<file path="config.mk">
export PLATFORM = sky130hd
export DESIGN_NAME = ipv4_prefix_acl_first_match_core
export DESIGN_NICKNAME = d
export VERILOG_FILES = /design/src/sv/ipacl_pkg.sv /design/src/sv/ipacl_match.sv /design/src/sv/ipv4_prefix_acl_first_match_core.sv
export SDC_FILE = /design/constraint.sdc
export NUM_CORES = 2
export LEC_CHECK = 0
export ABC_AREA = 1
export BUFFER_PORTS_ARGS = -buffer_cell sky130_fd_sc_hd__buf_2
export CELL_PAD_IN_SITES_DETAIL_PLACEMENT = 0
export CELL_PAD_IN_SITES_GLOBAL_PLACEMENT = 1
export CORE_MARGIN = 1.5
export CORE_UTILIZATION = 53
export CTS_BUF_LIST = sky130_fd_sc_hd__clkbuf_8
export CTS_CLUSTER_SIZE = 25
export DETAILED_ROUTE_END_ITERATION = 8
export PLACE_DENSITY_LB_ADDON = 0.1
export REMOVE_ABC_BUFFERS = 1
export SLEW_MARGIN = 10
export SYNTH_ARGS = -nofsm -noshare
export SYNTH_HDL_FRONTEND = slang
export SYNTH_SLANG_ARGS = --single-unit
</file>
<file path="constraint.sdc">
create_clock -name clock -period 11.6 [get_ports clock]
set_input_delay 2.32 -clock clock [delete_from_list [all_inputs] [get_ports clock]]
set_output_delay 2.32 -clock clock [all_outputs]
set_load 0.03 [all_outputs]
</file>
<file path="src/sv/ipacl_pkg.sv">
// ----------------------------------------------------------------------------
// ipacl_pkg
// Shared types, codes and helpers for the IPv4 prefix access list.
// ----------------------------------------------------------------------------
`timescale 1ns / 1ps

package ipacl_pkg;

   localparam int MAX_RULES_DEFAULT = 16;
   localparam int ADDR_W            = 32;
   localparam int LEN_W             = 6;
   localparam int HIT_W             = 4;

   typedef enum logic {
      OP_ADD   = 1'b0,
      OP_QUERY = 1'b1
   } op_type;

   typedef struct packed {
      op_type             op;
      logic [ADDR_W-1:0]  addr;
      logic [LEN_W-1:0]   prefix_len;
      logic               allow;
   } req_type;

   typedef struct packed {
      logic               permit;
      logic               matched;
      logic [HIT_W-1:0]   rule_hit;
      logic               table_full;
   } rsp_type;

   // Prefix length to leading-ones mask; lengths above 32 mean exact match.
   function automatic logic [ADDR_W-1:0] len_mask(input logic [LEN_W-1:0] len);
      logic [LEN_W-1:0] sat;
      logic [ADDR_W-1:0] ones;
      begin
         ones = '1;
         sat  = (len > LEN_W'(ADDR_W)) ? LEN_W'(ADDR_W) : len;
         if (sat == '0) begin
            len_mask = '0;
         end else begin
            len_mask = ones << (LEN_W'(ADDR_W) - sat);
         end
      end
   endfunction

endpackage

</file>
<file path="src/sv/ipacl_match.sv">
// ----------------------------------------------------------------------------
// ipacl_match
// Parallel compare of one address against every live rule, lowest index wins.
// ----------------------------------------------------------------------------
`timescale 1ns / 1ps

module ipacl_match #(
   parameter int MAX_RULES = ipacl_pkg::MAX_RULES_DEFAULT,
   parameter int IDX_W     = (MAX_RULES > 1) ? $clog2(MAX_RULES) : 1
) (
   input  logic [ipacl_pkg::ADDR_W-1:0]                 addr,
   input  logic [MAX_RULES-1:0][ipacl_pkg::ADDR_W-1:0]  rule_prefix,
   input  logic [MAX_RULES-1:0][ipacl_pkg::ADDR_W-1:0]  rule_mask,
   input  logic [MAX_RULES-1:0]                         rule_action,
   input  logic [MAX_RULES-1:0]                         rule_live,
   output logic                                         hit,
   output logic [IDX_W-1:0]                             hit_idx,
   output logic                                         hit_action
);
   import ipacl_pkg::*;

   logic [MAX_RULES-1:0] lane_hit;

   always_comb begin
      for (int i = 0; i < MAX_RULES; i++) begin
         lane_hit[i] = rule_live[i] && ((addr & rule_mask[i]) == rule_prefix[i]);
      end
   end

   // Priority encode: walk down so the lowest matching index is left standing.
   always_comb begin
      hit        = 1'b0;
      hit_idx    = '0;
      hit_action = 1'b0;
      for (int i = MAX_RULES - 1; i >= 0; i--) begin
         if (lane_hit[i]) begin
            hit        = 1'b1;
            hit_idx    = IDX_W'(i);
            hit_action = rule_action[i];
         end
      end
   end

endmodule

</file>
<file path="src/sv/ipv4_prefix_acl_first_match_core.sv">
// ----------------------------------------------------------------------------
// ipv4_prefix_acl_first_match_core
// IPv4 access list: append rules, query addresses with first-match priority.
// ----------------------------------------------------------------------------
// One transfer is accepted per clock while req_stall is low; every transfer
// yields exactly one response, via the input register, then the result
// register. An add appends a rule at the next index, or reports table_full
// once MAX_RULES rules are held; a query compares the address against all
// stored rules at once and the lowest matching index decides, with allow as
// the default when nothing matches. An add is visible to the very next query.
// The clock path is set by the MAX_RULES-wide compare and priority encoder.
// The rule table is not cleared at reset; only the count and valid flags are.
`timescale 1ns / 1ps

module ipv4_prefix_acl_first_match_core #(
   parameter int MAX_RULES = ipacl_pkg::MAX_RULES_DEFAULT
) (
   input  logic               clock,
   input  logic               reset,
   input  logic               req_valid,
   output logic               req_stall,
   input  ipacl_pkg::req_type req_data,
   output logic               rsp_valid,
   input  logic               rsp_stall,
   output ipacl_pkg::rsp_type rsp_data
);
   import ipacl_pkg::*;

   localparam int IDX_W = (MAX_RULES > 1) ? $clog2(MAX_RULES) : 1;
   localparam int CNT_W = $clog2(MAX_RULES + 1);

   // Rule table, one lane per rule.
   logic [MAX_RULES-1:0][ADDR_W-1:0] rule_prefix_ff;
   logic [MAX_RULES-1:0][ADDR_W-1:0] rule_mask_ff;
   logic [MAX_RULES-1:0]             rule_action_ff;
   logic [CNT_W-1:0]                 rule_count_ff, rule_count_in;
   logic [MAX_RULES-1:0]             rule_live;

   logic    s1_valid_ff, s1_valid_in;
   req_type s1_data_ff;
   logic    out_valid_ff, out_valid_in;
   rsp_type out_data_ff, out_data_in;

   logic             out_open, s1_adv, req_take;
   logic             table_is_full, do_write;
   logic             hit, hit_action;
   logic [IDX_W-1:0] hit_idx;
   logic [IDX_W+HIT_W-1:0] hit_wide;
   logic [CNT_W+HIT_W-1:0] cnt_wide;

   assign out_open  = !out_valid_ff || !rsp_stall;
   assign s1_adv    = s1_valid_ff && out_open;
   assign req_stall = s1_valid_ff && !out_open;
   assign req_take  = req_valid && !req_stall;

   assign s1_valid_in  = req_take || (s1_valid_ff && !s1_adv);
   assign out_valid_in = s1_adv || (out_valid_ff && rsp_stall);

   assign table_is_full = (rule_count_ff == CNT_W'(MAX_RULES));
   assign do_write      = s1_adv && (s1_data_ff.op == OP_ADD) && !table_is_full;
   assign rule_count_in = do_write ? rule_count_ff + CNT_W'(1) : rule_count_ff;

   always_comb begin
      for (int i = 0; i < MAX_RULES; i++) begin
         rule_live[i] = (CNT_W'(i) < rule_count_ff);
      end
   end

   ipacl_match #(
      .MAX_RULES (MAX_RULES),
      .IDX_W     (IDX_W)
   ) u_match (
      .addr        (s1_data_ff.addr),
      .rule_prefix (rule_prefix_ff),
      .rule_mask   (rule_mask_ff),
      .rule_action (rule_action_ff),
      .rule_live   (rule_live),
      .hit         (hit),
      .hit_idx     (hit_idx),
      .hit_action  (hit_action)
   );

   // Index reported is the low bits, zero-extended when the table is small.
   assign hit_wide = {{HIT_W{1'b0}}, hit_idx};
   assign cnt_wide = {{HIT_W{1'b0}}, rule_count_ff};

   always_comb begin
      out_data_in = '0;
      if (s1_data_ff.op == OP_QUERY) begin
         out_data_in.permit  = hit ? hit_action : 1'b1;
         out_data_in.matched = hit;
         if (hit) begin
            out_data_in.rule_hit = hit_wide[HIT_W-1:0];
         end
      end else if (table_is_full) begin
         out_data_in.table_full = 1'b1;
      end else begin
         out_data_in.rule_hit = cnt_wide[HIT_W-1:0];
      end
   end

   always_ff @(posedge clock) begin
      if (reset) begin
         s1_valid_ff   <= 1'b0;
         out_valid_ff  <= 1'b0;
         rule_count_ff <= '0;
      end else begin
         s1_valid_ff   <= s1_valid_in;
         out_valid_ff  <= out_valid_in;
         rule_count_ff <= rule_count_in;
      end
   end

   always_ff @(posedge clock) begin
      if (req_take) begin
         s1_data_ff <= req_data;
      end
      if (s1_adv) begin
         out_data_ff <= out_data_in;
      end
   end

   always_ff @(posedge clock) begin
      if (do_write) begin
         rule_mask_ff[rule_count_ff[IDX_W-1:0]]   <= len_mask(s1_data_ff.prefix_len);
         rule_prefix_ff[rule_count_ff[IDX_W-1:0]] <=
            s1_data_ff.addr & len_mask(s1_data_ff.prefix_len);
         rule_action_ff[rule_count_ff[IDX_W-1:0]] <= s1_data_ff.allow;
      end
   end

   assign rsp_valid = out_valid_ff;
   assign rsp_data  = out_data_ff;

`ifndef SYNTHESIS
   a_count_bound : assert property (@(posedge clock) disable iff (reset)
      rule_count_ff <= CNT_W'(MAX_RULES))
      else $error("rule count beyond table depth");

   a_full_flag : assert property (@(posedge clock) disable iff (reset)
      rsp_valid && rsp_data.table_full |-> table_is_full)
      else $error("table_full reported while table has room");

   a_match_needs_rule : assert property (@(posedge clock) disable iff (reset)
      rsp_valid && rsp_data.matched |-> rule_count_ff != '0)
      else $error("match reported with empty table");
`endif

endmodule

</file>
==> results.cfg <==
[sta]
fin_crit_ps = 5140
timing.final.max_slew_violations = 0
rsz0062_at_grt = no
min_period_over_period_pct = 44.3
slew_headroom_pct = 20.0
worst_slew_pin_tran_ps = 1200
timing.clock.skew_ps = 35.2
finalHoldViolCount = 0
fmax_mhz = 195
timing.setup.tns_ps = 0
report.final.setup_viol = 0

[die]
core_area_um2 = 81800
y_dimension_of_the_die_um = 290
floorplan.die.width_um = 290
pin_count = 53
initial_core_util_pct = 53.5
placement_rows = 105
die_area_um2 = 84300

[final_layout]
final_layout_size_suffix_gt1_share_pct = 14.1
nets = 3522
nFillCells = 6383
final-instance-count-excl-fill = 4683
synthToLayoutAreaGrowth_pct = 12.0

[run]
max-cap-violations = 0

[critical_path]
worst-path-max-fanout = 2
reg2reg_setup_slack_ps = 7460
path_cells = buf_2 -> nand2_1 -> nor2_1 -> buf_2
worst-setup-path-type = input pin to primary output
cp_top_family = buffers and inverters
worst-r2r-cell-count = 12
path_buf_inv = 2
kind_of_launch_point_of_the_worst_setup_path = input pin
crit-reg2reg-capture = rule_prefix_ff[306]$_DFFE_PP_
arrival_time_at_the_worst_endpoint_ps = 2820
cp_common_cell = sky130_fd_sc_hd__buf_2
critical-path-max-stage-delay_ps = 220
regToRegStartpoint = s1_data_ff[6]$_DFFE_PP_
critPathCaptureType = primary output
worstPathRequired_ps = 9280
critical_path.slowest_cell = sky130_fd_sc_hd__buf_2

[clocking]
insertion_delay_ps = 850
htreeDepth = 4
cts.path.max_buffers = 3
cts_repair_resize_count = 0
tritoncts = built
cts_setup_buffers = 0
clock_sinks = 1094
cts_made_buffers = 177
cts_root_buffer = sky130_fd_sc_hd__clkbuf_8
cts_hold_buf = 0
cts.clk_slew.worst_paths_ps = 60

[power_and_ir_drop]
sequentialPowerShare_pct = 55.1
intPower_w = 0.00603
pwr_density_cell_nw_per_um2 = 165
vdd_drop_max_uv = 127
net_switching_w = 0.00208
clkPwrFrac_pct = 36.9
power_frac_comb_pct = 8.0
power.leakage_nw = 17.5
power.switching_fraction_pct = 25.7

[synthesis]
synthesis.yosys.warnings = 0
synth.cell_area_um2 = 43800
synth-async-reset-ratio_pct = 0
leading_cell_types_by_total_area_after_synthesis = sky130_fd_sc_hd__edfxtp_1 75%, sky130_fd_sc_hd__nand2_1 6.8%, sky130_fd_sc_hd__xnor2_1 3.0%
synth-seq-cells = 1094
synth_commonest_cells = 1087 x sky130_fd_sc_hd__edfxtp_1, 790 x sky130_fd_sc_hd__nand2_1, 195 x sky130_fd_sc_hd__nor2_1
synth_top_area_share_pct = 74.6
post-synth-top-count-cell = sky130_fd_sc_hd__edfxtp_1
synth_flop_cell = sky130_fd_sc_hd__edfxtp_1
synth.largest_area_cell = sky130_fd_sc_hd__edfxtp_1
synth_enable_flop_cells = 1087
seq_area_frac_synth_pct = 74.9
netlist_instances = 3202
synth.lib_cells_used.distinct = 61
syn_avg_cell_area_um2 = 13.7

[routing]
avgRoutedWirePerCell_um = 31.6
viasPerCell = 5.94
routed_wl_um = 148000
antenna_left = 0
drc_errors = 0
via_count = 27800
first_pass_iters = 6
initial_drt_markers = 4162

[placed_design]
placedCellCount = 4360
port_buffers = 52
dp_hpwl_um = 89500
gp_routability_congestion = 0.933

[hold_path]
worst_hold_launch = s1_valid_ff$_SDFF_PP0_
hold_class = flop to flop
hold-path-cell-count = 2
holdPathEnd = rsp_valid$_SDFF_PP0_

[global_routing]
grt_pass1_wl_um = 200000
grt.overflow.total = 0
first_global_vias = 26000
grt_start_max_net_pins = 66
antenna_violations_before_repair = 28
globalRouteTotalUtil_pct = 35.2

[run_status]
outcome = complete, no violations
layer usage:
metal	part of all wire (%)	wire, um	global-route usage (%)	up-vias
met5	0.015	22	0	-
met4	4.3	6430	15.6	4
met3	11	16700	8.41	304
met2	46	68700	55.0	1735
met1	38	56300	47.4	13900
li1	-	-	-	11900
cell type report:
class	count	area [um2]	share of cell area [%]
flip-flops and latches	1094	32800	66.9
multi-input cells	1835	9950	20.3
clock buffers	181	2490	5.08
well taps	1070	1340	2.73
repair buffers	160	1090	2.23
inverters	202	758	1.55
clock inverters	131	587	1.20
diodes	10	25.0	0.0510
registers in the layout, summed over array words and instances, names as in the netlist:
register	count
rule_mask_ff	512
rule_prefix_ff	512
s1_data_ff	40
rule_action_ff	16
rsp_data	7
rule_count_ff	5
rsp_valid	1
s1_valid_ff	1
kinds of logic after synthesis:
group                      Yosys count  synth area share (%)
and+or+nand+nor                   1364                  13.7
xor gates and xnor gates           247                  4.94
DFF                               1094                  74.9
AOI/OAI and AO/OA                  216                  3.04
adders and majority gates            8                 0.229
buffers and inverters              273                  3.17
power groups by stage:
stage	logic [W]	clock network (W)	registers (W)
after floorplan	0.000176	0	0.00457
after detailed placement	0.000632	0	0.00455
after global placement	0.000628	0	0.00455
final	0.000651	0.00299	0.00446
after global routing	0.000652	0.00319	0.00446
after CTS	0.000634	0.00301	0.00446
metrics by stage:
stage	setup WS, ps	cell area [um2]	util [%]	hold slack [ps]	total power [W]
6_report	6460	49000	59.9	492	0.00811
5_1_grt	6360	49000	59.9	537	0.00830
4_1_cts	6450	49000	59.8	493	0.00811
3_5_place_dp	5720	45900	56.1	486	0.00518
3_3_place_gp	5780	45900	56.1	479	0.00517
2_1_floorplan	4990	43100	-	450	0.00474
cell usage in the layout, fill, tap and decap left out, types with 5 or more instances in the layout:
cell type	netlist	routed
sky130_fd_sc_hd__edfxtp_1	1087	1087
sky130_fd_sc_hd__nand2_1	790	790
sky130_fd_sc_hd__inv_1	189	243
sky130_fd_sc_hd__clkbuf_8	0	181
sky130_fd_sc_hd__nor2_1	195	163
sky130_fd_sc_hd__xnor2_1	150	150
sky130_fd_sc_hd__nand3_1	108	108
sky130_fd_sc_hd__buf_4	15	107
sky130_fd_sc_hd__xor2_1	97	96
sky130_fd_sc_hd__nor3_1	83	74
sky130_fd_sc_hd__o21ai_0	68	68
sky130_fd_sc_hd__a21oi_1	55	55
sky130_fd_sc_hd__clkinv_1	0	52
sky130_fd_sc_hd__buf_2	16	52
sky130_fd_sc_hd__nand4_1	43	43
sky130_fd_sc_hd__or2_2	31	31
sky130_fd_sc_hd__nor2_4	0	24
sky130_fd_sc_hd__nor4_1	23	23
sky130_fd_sc_hd__o2111ai_1	19	19
sky130_fd_sc_hd__nand3b_1	18	18
sky130_fd_sc_hd__inv_2	13	14
sky130_fd_sc_hd__nand2_2	14	14
sky130_fd_sc_hd__clkinv_2	0	14
sky130_fd_sc_hd__o21ai_1	13	13
sky130_fd_sc_hd__nor2_2	3	11
sky130_fd_sc_hd__diode_2	0	10
sky130_fd_sc_hd__o211ai_1	10	10
sky130_fd_sc_hd__nor4_2	9	9
sky130_fd_sc_hd__o22ai_1	8	8
sky130_fd_sc_hd__ha_1	8	8
sky130_fd_sc_hd__a21boi_1	0	7
sky130_fd_sc_hd__nor3_4	0	7
sky130_fd_sc_hd__dfxtp_1	7	7
sky130_fd_sc_hd__nor3_2	4	6
sky130_fd_sc_hd__and2_1	6	6
sky130_fd_sc_hd__a211oi_1	5	5
tightest hold or removal path: cells and delay by family, from the launching register on:
kind                   cells  cell delay (ps)
flip-flops                 1              300
buffers and inverters      1               70
AO/OA/AOI/OAI              1               70
how the worst max path moves through the flow:
stage / startpoint / to / slack, ps / cells past startpoint
floorplan: rsp_stall / rule_action_ff[15]$_DFFE_PP_ / 4990 / 5
global placement: rsp_stall / rule_mask_ff[452]$_DFFE_PP_ / 5780 / 7
CTS: rsp_stall / req_stall / 6450 / 4
finish: rsp_stall / req_stall / 6460 / 4
detailed placement: rsp_stall / rule_prefix_ff[452]$_DFFE_PP_ / 5720 / 7
global route: rsp_stall / rule_mask_ff[460]$_DFFE_PP_ / 6360 / 7
Power figures use the tool's default switching activity.
